`src/hw/rtl/fbm_pkg.sv`:
```
// ----------------------------------------------------------------------------
// fbm_pkg: shared types and codes for the frequency box mask filter
// Register indexes, mode and view codes, gain format, stage control struct.
// ----------------------------------------------------------------------------
package fbm_pkg;

  // gain format: signed Q1.14
  localparam int GAIN_W    = 15;
  localparam int FRAC_BITS = 14;
  localparam int LOG2_W    = 4;
  localparam int CFG_IDX_W = 3;

  // register indexes
  localparam logic [CFG_IDX_W-1:0] REG_FILTER_MODE = 3'd0;
  localparam logic [CFG_IDX_W-1:0] REG_VIEW_MODE   = 3'd1;
  localparam logic [CFG_IDX_W-1:0] REG_STOP_GAIN   = 3'd2;
  localparam logic [CFG_IDX_W-1:0] REG_WIDTH_LOG2  = 3'd3;
  localparam logic [CFG_IDX_W-1:0] REG_HEIGHT_LOG2 = 3'd4;
  localparam logic [CFG_IDX_W-1:0] REG_X_EDGES     = 3'd5;
  localparam logic [CFG_IDX_W-1:0] REG_Y_EDGES     = 3'd6;

  // filter modes
  localparam logic [2:0] MODE_NONE      = 3'd0;
  localparam logic [2:0] MODE_BOX       = 3'd1;
  localparam logic [2:0] MODE_BOX_INV   = 3'd2;
  localparam logic [2:0] MODE_BAND      = 3'd3;
  localparam logic [2:0] MODE_BAND_INV  = 3'd4;

  // view modes
  localparam logic [1:0] VIEW_BOTH = 2'd0;
  localparam logic [1:0] VIEW_REAL = 2'd1;
  localparam logic [1:0] VIEW_IMAG = 2'd2;

  localparam logic [LOG2_W-1:0] LOG2_RESET = 4'd8;

  // per-item decision carried down the pipe
  typedef struct packed {
    logic pass;
    logic scl_re;
    logic scl_im;
  } ctl_t;

endpackage

```
`src/hw/rtl/fbm_region.sv`:
```
// ----------------------------------------------------------------------------
// fbm_region: stage 1, coordinate shift and box test
// Applies the wrapped half-grid shift, tests inner and outer boxes and
// resolves the pass decision and which parts get the stop gain.
// ----------------------------------------------------------------------------
module fbm_region #(
  parameter int COORD_BITS  = 12,
  parameter int SAMPLE_BITS = 32
) (
  input  logic                         clk,
  input  logic                         rst_n,
  input  logic                         up_valid,
  output logic                         up_ready,
  input  logic [COORD_BITS-1:0]        column,
  input  logic [COORD_BITS-1:0]        row,
  input  logic signed [SAMPLE_BITS-1:0] re_in,
  input  logic signed [SAMPLE_BITS-1:0] im_in,
  input  logic [2:0]                   filter_mode,
  input  logic [1:0]                   view_mode,
  input  logic [fbm_pkg::LOG2_W-1:0]   width_log2,
  input  logic [fbm_pkg::LOG2_W-1:0]   height_log2,
  input  logic [4*COORD_BITS-1:0]      x_edges,
  input  logic [4*COORD_BITS-1:0]      y_edges,
  output logic                         dn_valid,
  input  logic                         dn_ready,
  output logic signed [SAMPLE_BITS-1:0] re_out,
  output logic signed [SAMPLE_BITS-1:0] im_out,
  output fbm_pkg::ctl_t                ctl_out
);

  localparam int LW = fbm_pkg::LOG2_W + 1;
  localparam logic [LW-1:0] CB = LW'(COORD_BITS);

  logic                          valid_r;
  logic signed [SAMPLE_BITS-1:0] re_r, im_r;
  fbm_pkg::ctl_t                 ctl_r, ctl_nxt;
  logic [LW-1:0]                 wl, hl;
  logic [COORD_BITS-1:0]         xs, ys;
  logic                          inner, outer;

  function automatic logic [LW-1:0] clamp_lg(input logic [fbm_pkg::LOG2_W-1:0] v);
    logic [LW-1:0] e;
    e = {1'b0, v};
    if (e == '0)     return LW'(1);
    else if (e > CB) return CB;
    else             return e;
  endfunction

  function automatic logic [COORD_BITS-1:0] shift_c(input logic [COORD_BITS-1:0] c,
                                                    input logic [LW-1:0] lg);
    logic [COORD_BITS-1:0] mask, half;
    mask = ~({COORD_BITS{1'b1}} << lg);
    half = {{(COORD_BITS-1){1'b0}}, 1'b1} << (lg - LW'(1));
    return (c + half) & mask;
  endfunction

  // lower edge exclusive, upper edge inclusive
  function automatic logic span(input logic [COORD_BITS-1:0] c,
                                input logic [4*COORD_BITS-1:0] e, input int slot);
    logic [COORD_BITS-1:0] lo, hi;
    lo = e[slot*COORD_BITS +: COORD_BITS];
    hi = e[(slot+1)*COORD_BITS +: COORD_BITS];
    return (c > lo) && (c <= hi);
  endfunction

  always_comb begin
    wl    = clamp_lg(width_log2);
    hl    = clamp_lg(height_log2);
    xs    = shift_c(column, wl);
    ys    = shift_c(row, hl);
    inner = span(xs, x_edges, 0) && span(ys, y_edges, 0);
    outer = span(xs, x_edges, 2) && span(ys, y_edges, 2);
    case (filter_mode)
      fbm_pkg::MODE_BOX:      ctl_nxt.pass = inner;
      fbm_pkg::MODE_BOX_INV:  ctl_nxt.pass = !inner;
      fbm_pkg::MODE_BAND:     ctl_nxt.pass = outer && !inner;
      fbm_pkg::MODE_BAND_INV: ctl_nxt.pass = !outer || inner;
      default:                ctl_nxt.pass = 1'b1;
    endcase
    ctl_nxt.scl_re = !ctl_nxt.pass && (view_mode != fbm_pkg::VIEW_IMAG);
    ctl_nxt.scl_im = !ctl_nxt.pass && (view_mode != fbm_pkg::VIEW_REAL);
  end

  assign up_ready = !valid_r || dn_ready;

  always_ff @(posedge clk) begin
    if (!rst_n) begin
      valid_r <= 1'b0;
    end else if (up_ready) begin
      valid_r <= up_valid;
    end
    if (up_ready && up_valid) begin
      re_r  <= re_in;
      im_r  <= im_in;
      ctl_r <= ctl_nxt;
    end
  end

  assign dn_valid = valid_r;
  assign re_out   = re_r;
  assign im_out   = im_r;
  assign ctl_out  = ctl_r;

endmodule

```
`src/hw/rtl/fbm_mult.sv`:
```
// ----------------------------------------------------------------------------
// fbm_mult: stage 2, stop gain products
// Multiplies both parts by the signed Q1.14 stop gain; originals ride along.
// ----------------------------------------------------------------------------
module fbm_mult #(
  parameter int SAMPLE_BITS = 32
) (
  input  logic                          clk,
  input  logic                          rst_n,
  input  logic                          up_valid,
  output logic                          up_ready,
  input  logic signed [SAMPLE_BITS-1:0] re_in,
  input  logic signed [SAMPLE_BITS-1:0] im_in,
  input  fbm_pkg::ctl_t                 ctl_in,
  input  logic signed [fbm_pkg::GAIN_W-1:0] stop_gain,
  output logic                          dn_valid,
  input  logic                          dn_ready,
  output logic signed [SAMPLE_BITS-1:0] re_out,
  output logic signed [SAMPLE_BITS-1:0] im_out,
  output logic signed [SAMPLE_BITS+fbm_pkg::GAIN_W-1:0] re_prod,
  output logic signed [SAMPLE_BITS+fbm_pkg::GAIN_W-1:0] im_prod,
  output fbm_pkg::ctl_t                 ctl_out
);

  localparam int PW = SAMPLE_BITS + fbm_pkg::GAIN_W;

  logic                          valid_r;
  logic signed [SAMPLE_BITS-1:0] re_r, im_r;
  logic signed [PW-1:0]          rp_r, ip_r;
  fbm_pkg::ctl_t                 ctl_r;

  assign up_ready = !valid_r || dn_ready;

  always_ff @(posedge clk) begin
    if (!rst_n) begin
      valid_r <= 1'b0;
    end else if (up_ready) begin
      valid_r <= up_valid;
    end
    if (up_ready && up_valid) begin
      re_r  <= re_in;
      im_r  <= im_in;
      rp_r  <= PW'(re_in) * PW'(stop_gain);
      ip_r  <= PW'(im_in) * PW'(stop_gain);
      ctl_r <= ctl_in;
    end
  end

  assign dn_valid = valid_r;
  assign re_out   = re_r;
  assign im_out   = im_r;
  assign re_prod  = rp_r;
  assign im_prod  = ip_r;
  assign ctl_out  = ctl_r;

endmodule

```
`src/hw/rtl/fbm_round.sv`:
```
// ----------------------------------------------------------------------------
// fbm_round: stage 3, round, saturate and select
// Rounds products half up, saturates to the sample range and picks the
// scaled or original part. Its registers are the output register.
// ----------------------------------------------------------------------------
module fbm_round #(
  parameter int SAMPLE_BITS = 32
) (
  input  logic                          clk,
  input  logic                          rst_n,
  input  logic                          up_valid,
  output logic                          up_ready,
  input  logic signed [SAMPLE_BITS-1:0] re_in,
  input  logic signed [SAMPLE_BITS-1:0] im_in,
  input  logic signed [SAMPLE_BITS+fbm_pkg::GAIN_W-1:0] re_prod,
  input  logic signed [SAMPLE_BITS+fbm_pkg::GAIN_W-1:0] im_prod,
  input  fbm_pkg::ctl_t                 ctl_in,
  output logic                          dn_valid,
  input  logic                          dn_ready,
  output logic signed [SAMPLE_BITS-1:0] re_out,
  output logic signed [SAMPLE_BITS-1:0] im_out,
  output logic                          passed
);

  localparam int PW = SAMPLE_BITS + fbm_pkg::GAIN_W;
  localparam int FB = fbm_pkg::FRAC_BITS;
  localparam logic signed [PW-1:0] HALF = PW'(1) <<< (FB - 1);

  logic                          valid_r, pass_r;
  logic signed [SAMPLE_BITS-1:0] re_r, im_r, re_sat, im_sat;

  function automatic logic signed [SAMPLE_BITS-1:0] rnd_sat(input logic signed [PW-1:0] p);
    logic signed [PW-1:0]        s;
    logic signed [SAMPLE_BITS:0] r;
    s = (p + HALF) >>> FB;
    r = s[SAMPLE_BITS:0];
    if (r[SAMPLE_BITS] == r[SAMPLE_BITS-1]) return r[SAMPLE_BITS-1:0];
    else if (r[SAMPLE_BITS])                return {1'b1, {(SAMPLE_BITS-1){1'b0}}};
    else                                    return {1'b0, {(SAMPLE_BITS-1){1'b1}}};
  endfunction

  assign re_sat   = rnd_sat(re_prod);
  assign im_sat   = rnd_sat(im_prod);
  assign up_ready = !valid_r || dn_ready;

  always_ff @(posedge clk) begin
    if (!rst_n) begin
      valid_r <= 1'b0;
    end else if (up_ready) begin
      valid_r <= up_valid;
    end
    if (up_ready && up_valid) begin
      re_r   <= ctl_in.scl_re ? re_sat : re_in;
      im_r   <= ctl_in.scl_im ? im_sat : im_in;
      pass_r <= ctl_in.pass;
    end
  end

  assign dn_valid = valid_r;
  assign re_out   = re_r;
  assign im_out   = im_r;
  assign passed   = pass_r;

endmodule

```
`src/hw/rtl/frequency_box_mask_filter_top.sv`:
```
// ----------------------------------------------------------------------------
// frequency_box_mask_filter_top: 2-D Fourier bin box mask filter
// Config registers, three-stage pipe (box test, multiply, round/saturate).
// ----------------------------------------------------------------------------
// Takes one bin per cycle while in_tready is high and returns one
// filtered bin per input. The three register stages (shift and box test,
// stop gain multiply, round/saturate/select) each hold one item; a stalled
// output backs up stage by stage, so in_tready falls only when all stages
// are full. Configuration must be written while no bins are in flight.
module frequency_box_mask_filter_top #(
  parameter int COORD_BITS  = 12,
  parameter int SAMPLE_BITS = 32
) (
  input  logic                 clk,
  input  logic                 rst_n,
  input  logic                 in_tvalid,
  output logic                 in_tready,
  // column, row, real_in, imag_in, zero pad
  input  logic [((2*COORD_BITS + 2*SAMPLE_BITS + 7) / 8) * 8 - 1:0] in_tdata,
  output logic                 out_tvalid,
  input  logic                 out_tready,
  // real_out, imag_out, zero pad
  output logic [((2*SAMPLE_BITS + 7) / 8) * 8 - 1:0] out_tdata,
  // passed
  output logic [0:0]           out_tuser,
  input  logic                 cfg_wr_en,
  input  logic [fbm_pkg::CFG_IDX_W-1:0] cfg_index,
  input  logic [((4*COORD_BITS > fbm_pkg::GAIN_W) ? 4*COORD_BITS
                 : fbm_pkg::GAIN_W) - 1:0] cfg_wdata
);

  localparam int OUT_W    = ((2*SAMPLE_BITS + 7) / 8) * 8;
  localparam int EDGE_W   = 4*COORD_BITS;
  localparam int PW       = SAMPLE_BITS + fbm_pkg::GAIN_W;
  localparam int S        = SAMPLE_BITS;
  localparam int C        = COORD_BITS;

  logic [2:0]                        filter_mode_r;
  logic [1:0]                        view_mode_r;
  logic signed [fbm_pkg::GAIN_W-1:0] stop_gain_r;
  logic [fbm_pkg::LOG2_W-1:0]        width_log2_r, height_log2_r;
  logic [EDGE_W-1:0]                 x_edges_r, y_edges_r;

  always_ff @(posedge clk) begin
    if (!rst_n) begin
      filter_mode_r <= fbm_pkg::MODE_NONE;
      view_mode_r   <= fbm_pkg::VIEW_BOTH;
      stop_gain_r   <= '0;
      width_log2_r  <= fbm_pkg::LOG2_RESET;
      height_log2_r <= fbm_pkg::LOG2_RESET;
      x_edges_r     <= '0;
      y_edges_r     <= '0;
    end else if (cfg_wr_en) begin
      case (cfg_index)
        fbm_pkg::REG_FILTER_MODE: filter_mode_r <= cfg_wdata[2:0];
        fbm_pkg::REG_VIEW_MODE:   view_mode_r   <= cfg_wdata[1:0];
        fbm_pkg::REG_STOP_GAIN:   stop_gain_r   <= cfg_wdata[fbm_pkg::GAIN_W-1:0];
        fbm_pkg::REG_WIDTH_LOG2:  width_log2_r  <= cfg_wdata[fbm_pkg::LOG2_W-1:0];
        fbm_pkg::REG_HEIGHT_LOG2: height_log2_r <= cfg_wdata[fbm_pkg::LOG2_W-1:0];
        fbm_pkg::REG_X_EDGES:     x_edges_r     <= cfg_wdata[EDGE_W-1:0];
        fbm_pkg::REG_Y_EDGES:     y_edges_r     <= cfg_wdata[EDGE_W-1:0];
        default: ;
      endcase
    end
  end

  logic                  s1_valid, s1_ready, s2_valid, s2_ready, s3_ready;
  logic signed [S-1:0]   s1_re, s1_im, s2_re, s2_im, s3_re, s3_im;
  logic signed [PW-1:0]  s2_rp, s2_ip;
  fbm_pkg::ctl_t         s1_ctl, s2_ctl;
  logic                  s3_pass;

  fbm_region #(.COORD_BITS(COORD_BITS), .SAMPLE_BITS(SAMPLE_BITS)) u_region (
    .clk         (clk),
    .rst_n       (rst_n),
    .up_valid    (in_tvalid),
    .up_ready    (in_tready),
    .column      (in_tdata[C-1:0]),
    .row         (in_tdata[2*C-1:C]),
    .re_in       (in_tdata[2*C+S-1:2*C]),
    .im_in       (in_tdata[2*C+2*S-1:2*C+S]),
    .filter_mode (filter_mode_r),
    .view_mode   (view_mode_r),
    .width_log2  (width_log2_r),
    .height_log2 (height_log2_r),
    .x_edges     (x_edges_r),
    .y_edges     (y_edges_r),
    .dn_valid    (s1_valid),
    .dn_ready    (s1_ready),
    .re_out      (s1_re),
    .im_out      (s1_im),
    .ctl_out     (s1_ctl)
  );

  fbm_mult #(.SAMPLE_BITS(SAMPLE_BITS)) u_mult (
    .clk       (clk),
    .rst_n     (rst_n),
    .up_valid  (s1_valid),
    .up_ready  (s1_ready),
    .re_in     (s1_re),
    .im_in     (s1_im),
    .ctl_in    (s1_ctl),
    .stop_gain (stop_gain_r),
    .dn_valid  (s2_valid),
    .dn_ready  (s2_ready),
    .re_out    (s2_re),
    .im_out    (s2_im),
    .re_prod   (s2_rp),
    .im_prod   (s2_ip),
    .ctl_out   (s2_ctl)
  );

  fbm_round #(.SAMPLE_BITS(SAMPLE_BITS)) u_round (
    .clk      (clk),
    .rst_n    (rst_n),
    .up_valid (s2_valid),
    .up_ready (s2_ready),
    .re_in    (s2_re),
    .im_in    (s2_im),
    .re_prod  (s2_rp),
    .im_prod  (s2_ip),
    .ctl_in   (s2_ctl),
    .dn_valid (out_tvalid),
    .dn_ready (s3_ready),
    .re_out   (s3_re),
    .im_out   (s3_im),
    .passed   (s3_pass)
  );

  assign s3_ready  = out_tready;
  assign out_tdata = OUT_W'({s3_im, s3_re});
  assign out_tuser = s3_pass;

  // a taken output frees the whole pipe for a new transfer
  a_ready_chain: assert property (@(posedge clk) disable iff (!rst_n)
    out_tready |-> in_tready) else $error("in_tready low while output drains");

  a_pass_no_scale: assert property (@(posedge clk) disable iff (!rst_n)
    s1_valid && s1_ctl.pass |-> !s1_ctl.scl_re && !s1_ctl.scl_im)
    else $error("passed bin marked for scaling");

  a_real_copy: assert property (@(posedge clk) disable iff (!rst_n)
    s2_valid && s2_ready && !s2_ctl.scl_re |=> out_tdata[S-1:0] == $past(s2_re))
    else $error("unscaled real part altered");

  a_imag_copy: assert property (@(posedge clk) disable iff (!rst_n)
    s2_valid && s2_ready && !s2_ctl.scl_im |=> out_tdata[2*S-1:S] == $past(s2_im))
    else $error("unscaled imaginary part altered");

endmodule

```
`config.mk`:
```
export PLATFORM = sky130hd
export DESIGN_NAME = frequency_box_mask_filter_top
export DESIGN_NICKNAME = d
export VERILOG_FILES = /design/src/hw/rtl/fbm_pkg.sv /design/src/hw/rtl/fbm_region.sv /design/src/hw/rtl/fbm_mult.sv /design/src/hw/rtl/fbm_round.sv /design/src/hw/rtl/frequency_box_mask_filter_top.sv
export SDC_FILE = /design/constraint.sdc
export NUM_CORES = 2
export LEC_CHECK = 0
export ABC_AREA = 0
export ABC_CLOCK_PERIOD_IN_PS = 32200
export BUFFER_PORTS_ARGS = -buffer_cell sky130_fd_sc_hd__buf_2
export CAP_MARGIN = 20
export CORE_ASPECT_RATIO = 1.25
export CORE_MARGIN = 2
export CORE_UTILIZATION = 60
export CTS_CLUSTER_SIZE = 16
export DETAILED_ROUTE_END_ITERATION = 10
export PLACE_DENSITY = 0.87
export SYNTH_ARGS = -nofsm -noshare
export SYNTH_HDL_FRONTEND = slang
export SYNTH_SLANG_ARGS = --single-unit
```
`constraint.sdc`:
```
create_clock -name clk -period 32.2 [get_ports clk]
set_clock_uncertainty 0.05 [all_clocks]
set_input_delay 1.61 -clock clk [delete_from_list [all_inputs] [get_ports clk]]
set_output_delay 1.61 -clock clk [all_outputs]
set_load 0.02 [all_outputs]
```
==> metrics.md <==
| Metric | Value |
|---|---|
| Status | completed |
| Fin. Hold Viols | 0 |
| DRT met1 WL | 42.39 mm |
| Synth unique cells | 81 |
| Async set-or-reset flop fraction in the synthesized netlist | 0 |
| Slowest-stage cell, CP | dfxtp_2 |
| Vias | 37609 |
| Core footprint | 0.08297 mm^2 |
| Tmin final | 8129 ps |
| Crit path DAT | 8490 ps |
| Most frequent cell after synthesis | nand2_1 |
| CP Cell Sequence | buf_4 -> nand2_1 -> fa_1 -> inv_1 -> fa_1 -> fa_1 -> fa_1 -> inv_1 -> fa_1 -> inv_1 -> fa_1 -> ha_1 -> a2111oi_0 -> nor4b_1 -> o21ai_0 -> a21boi_0 -> a21boi_0 -> o21ai_0 -> a211o_1 -> nand2_1 -> a311oi_1 |
| Top Metal Used | met5 |
| Sequential Area | 0.01058 mm^2 |
| Syn nets | 6598 |
| Initial antenna violation count | 11 |
| Met3 WL | 9.920 mm |
| Clk root buf | clkbuf_16 |
| Ys flop type | edfxtp_1 |
| Htree depth | 2 |
| # rows | 118 |
| Critical path endpoint category | register |
| Endpoints failing setup | 0 |
| Layout area overhead | 6.716% |
| Synthesized instance count | 5236 |
| Slew margin rel. | 0.2728 |
| Most used cell, CP | fa_1 |
| Final ANT Viol Nets | 0 |
| Worst Path Max Fanout | 33 |
| Die width | 262.9 um |
| Top cells by area, synth | fa_1 (35%), edfxtp_1 (16%), ha_1 (8.3%) |
| Filler instances | 6312 |
| Drt first-iter violations | 2723 |
| Leakage | 22.07 nW |
| Peak VDD IR | 0.04352 mV |
| Register area share after synthesis | 0.2101 |
| Total iterations of the first detailed-routing run | 8 |
| Startpoint types | register |
| Total power | 0.001528 W |
| Dpl hpwl | 93.89 mm |
| Commonest cells in the netlist | nand2_1 (972), inv_1 (953), fa_1 (886), ha_1 (332), and2_1 (272) |
| Layout cells sized above 1 | 0.07226 |
| Cell taking the most area after synthesis | fa_1 |
| Global route total overflow | 0 |
| Chip height | 327.6 um |
| Yosys Warn Count | 0 |
| Final Slew Violations | 0 |
| Routed vias/inst | 5.879 |
| CTS tree | yes |
| Final period util | 0.2524 |
| CTS sink cnt | 394 |
| Netlist Area Pre-Place | 0.05027 mm^2 |
| Initial Util | 0.6058 |
| I/O pins | 211 |
| DRC Markers | 0 |
| Post-CTS setup buffers | 0 |
| P per Cell Area | 28.49 mW/mm^2 |
| Routed WL per cell | 19.94 um |
| Fmax | 0.1230 GHz |
| Slowest stage delay, CP | 840 ps |
| DR WL met2 | 65.27 mm |
| Top cell type's share of synthesized area | 0.3529 |
| Post-synth EDFFs | 267 |
| Fin nets | 6644 |
| Hold Path Stages | 0 |
| CP required | 32560 ps |
| Seq cells post-synth | 394 |
| Unrepaired setup endpoints after global routing | no |
| Port Buffers | 210 |
| Post-CTS Hold Buffers | 0 |
| HP Class | reg2reg |
| Area of the multi-input gates | 0.03525 mm^2 |
| R2R cell count | 21 |
| Gpl congestion | 0.8996 |
| Post_cts resized | 0 |
| Tightest Pin Transition | 1091 ps |
| Global Route Usage Sum | 0.3028 |
| Clock-pin transition on the worst setup and hold timing paths | 60 ps |
| Total CTS buffers | 43 |
| Max-cap viol count | 0 |
| First-pass GRT wire length | 204.4 mm |
| Worst skew pair latency | 620 ps |
| Setup CP Type | reg2reg |
| Largest net degree at the start of global routing | 128 |
| Mean Syn Cell Area | 9.600 um^2 |
| Vias in the first global route | 40382 |
| Final WL | 127.6 mm |
| Setup TNS | 0 ps |
| Die Area | 0.08612 mm^2 |
| CTS max path bufs | 3 |
final cells by class:
cell class / count / area share
antenna: 3 / 0.0001399
clock buffer: 54 / 0.02218
clock inverter: 23 / 0.005808
inverter: 953 / 0.06669
multi-input combinational: 3644 / 0.6570
sequential: 394 / 0.1972
tap: 1080 / 0.02519
timing repair buffer: 246 / 0.02575
flip-flops by register name (all words and copies together) (netlist names):
name and cells:
y_edges_r 48, filter_mode_r 3, u_mult.im_prod 34, u_mult.im_out 32, u_region.dn_valid 1, u_region.re_out 32
u_region.im_out 32, u_region.ctl_out 3, u_round.dn_valid 1, u_mult.re_prod 34, view_mode_r 2, u_round.im_out 32
x_edges_r 48, u_mult.re_out 32, stop_gain_r 15, u_mult.dn_valid 1, u_round.re_out 32, width_log2_r 4
u_round.passed 1, height_log2_r 4, u_mult.ctl_out 3
critical path: cells and delay by family (launching register included):
kind / cells / cell delay, ps
flops: 1 / 840
simple gates: 3 / 480
fa+ha+maj: 7 / 3220
compound gates: 7 / 2580
buf+inv: 4 / 730
where the power goes:
part | internal (W) | switching (W)
logic | 0.000147 | 0.000212
clock network | 0.000314 | 0.000226
registers | 0.000576 | 0.0000536
cell usage in the layout, fill, tap and decap left out, types with 51 or more instances in the layout:
cell type / n
o21ai_0: 52
and2_1: 272
xor2_1: 59
dfxtp_1: 112
fa_1: 886
nor2_1: 130
xnor2_1: 101
nand3_1: 51
a21oi_1: 149
inv_1: 953
nand2_1: 972
nand2b_1: 81
edfxtp_1: 267
a21boi_0: 122
buf_2: 210
ha_1: 332
stage by stage:
| stage | utilization | hold slack (ps) | instance area [um^2] | std cells | setup slack [ps] |
|---|---|---|---|---|---|
| floorplan | - | 350.3 | 50270 | 5236 | 19860 |
| global placement | 0.6273 | 351.8 | 52050 | 6314 | 24450 |
| detailed placement | 0.6273 | 355.2 | 52050 | 6314 | 24240 |
| CTS | 0.6454 | 369.5 | 53550 | 6391 | 24230 |
| global route | 0.6464 | 378.4 | 53640 | 6395 | 23740 |
| finish | 0.6465 | 368.1 | 53640 | 6397 | 24070 |
layer usage:
metal	vias to the layer above	global-route usage
li1	16297	-
met1	18713	0.3319
met2	1897	0.5404
met3	686	0.04723
met4	16	0.2120
met5	-	0
cells by family after synthesis:
logic type / Yosys count / share of synthesized area
AO/OA/AOI/OAI: 513 / 0.06848
XOR/XNOR: 160 / 0.02788
adder cells (fa/ha/maj): 1230 / 0.4379
buffers and inverters: 1198 / 0.08971
flip-flops: 394 / 0.2101
multiplexers: 47 / 0.01013
AND/OR/NAND/NOR: 1694 / 0.1558
worst paths after layout:
path,startpoint,to,slack (ps)
max,stop_gain_r[2],u_mult.re_prod[46],24070
min,u_region.ctl_out[2],u_mult.ctl_out[2],370
max reg2reg,stop_gain_r[2],u_mult.re_prod[46],24070
min reg2reg,u_region.ctl_out[2],u_mult.ctl_out[2],370
Power figures use the tool's default switching activity.
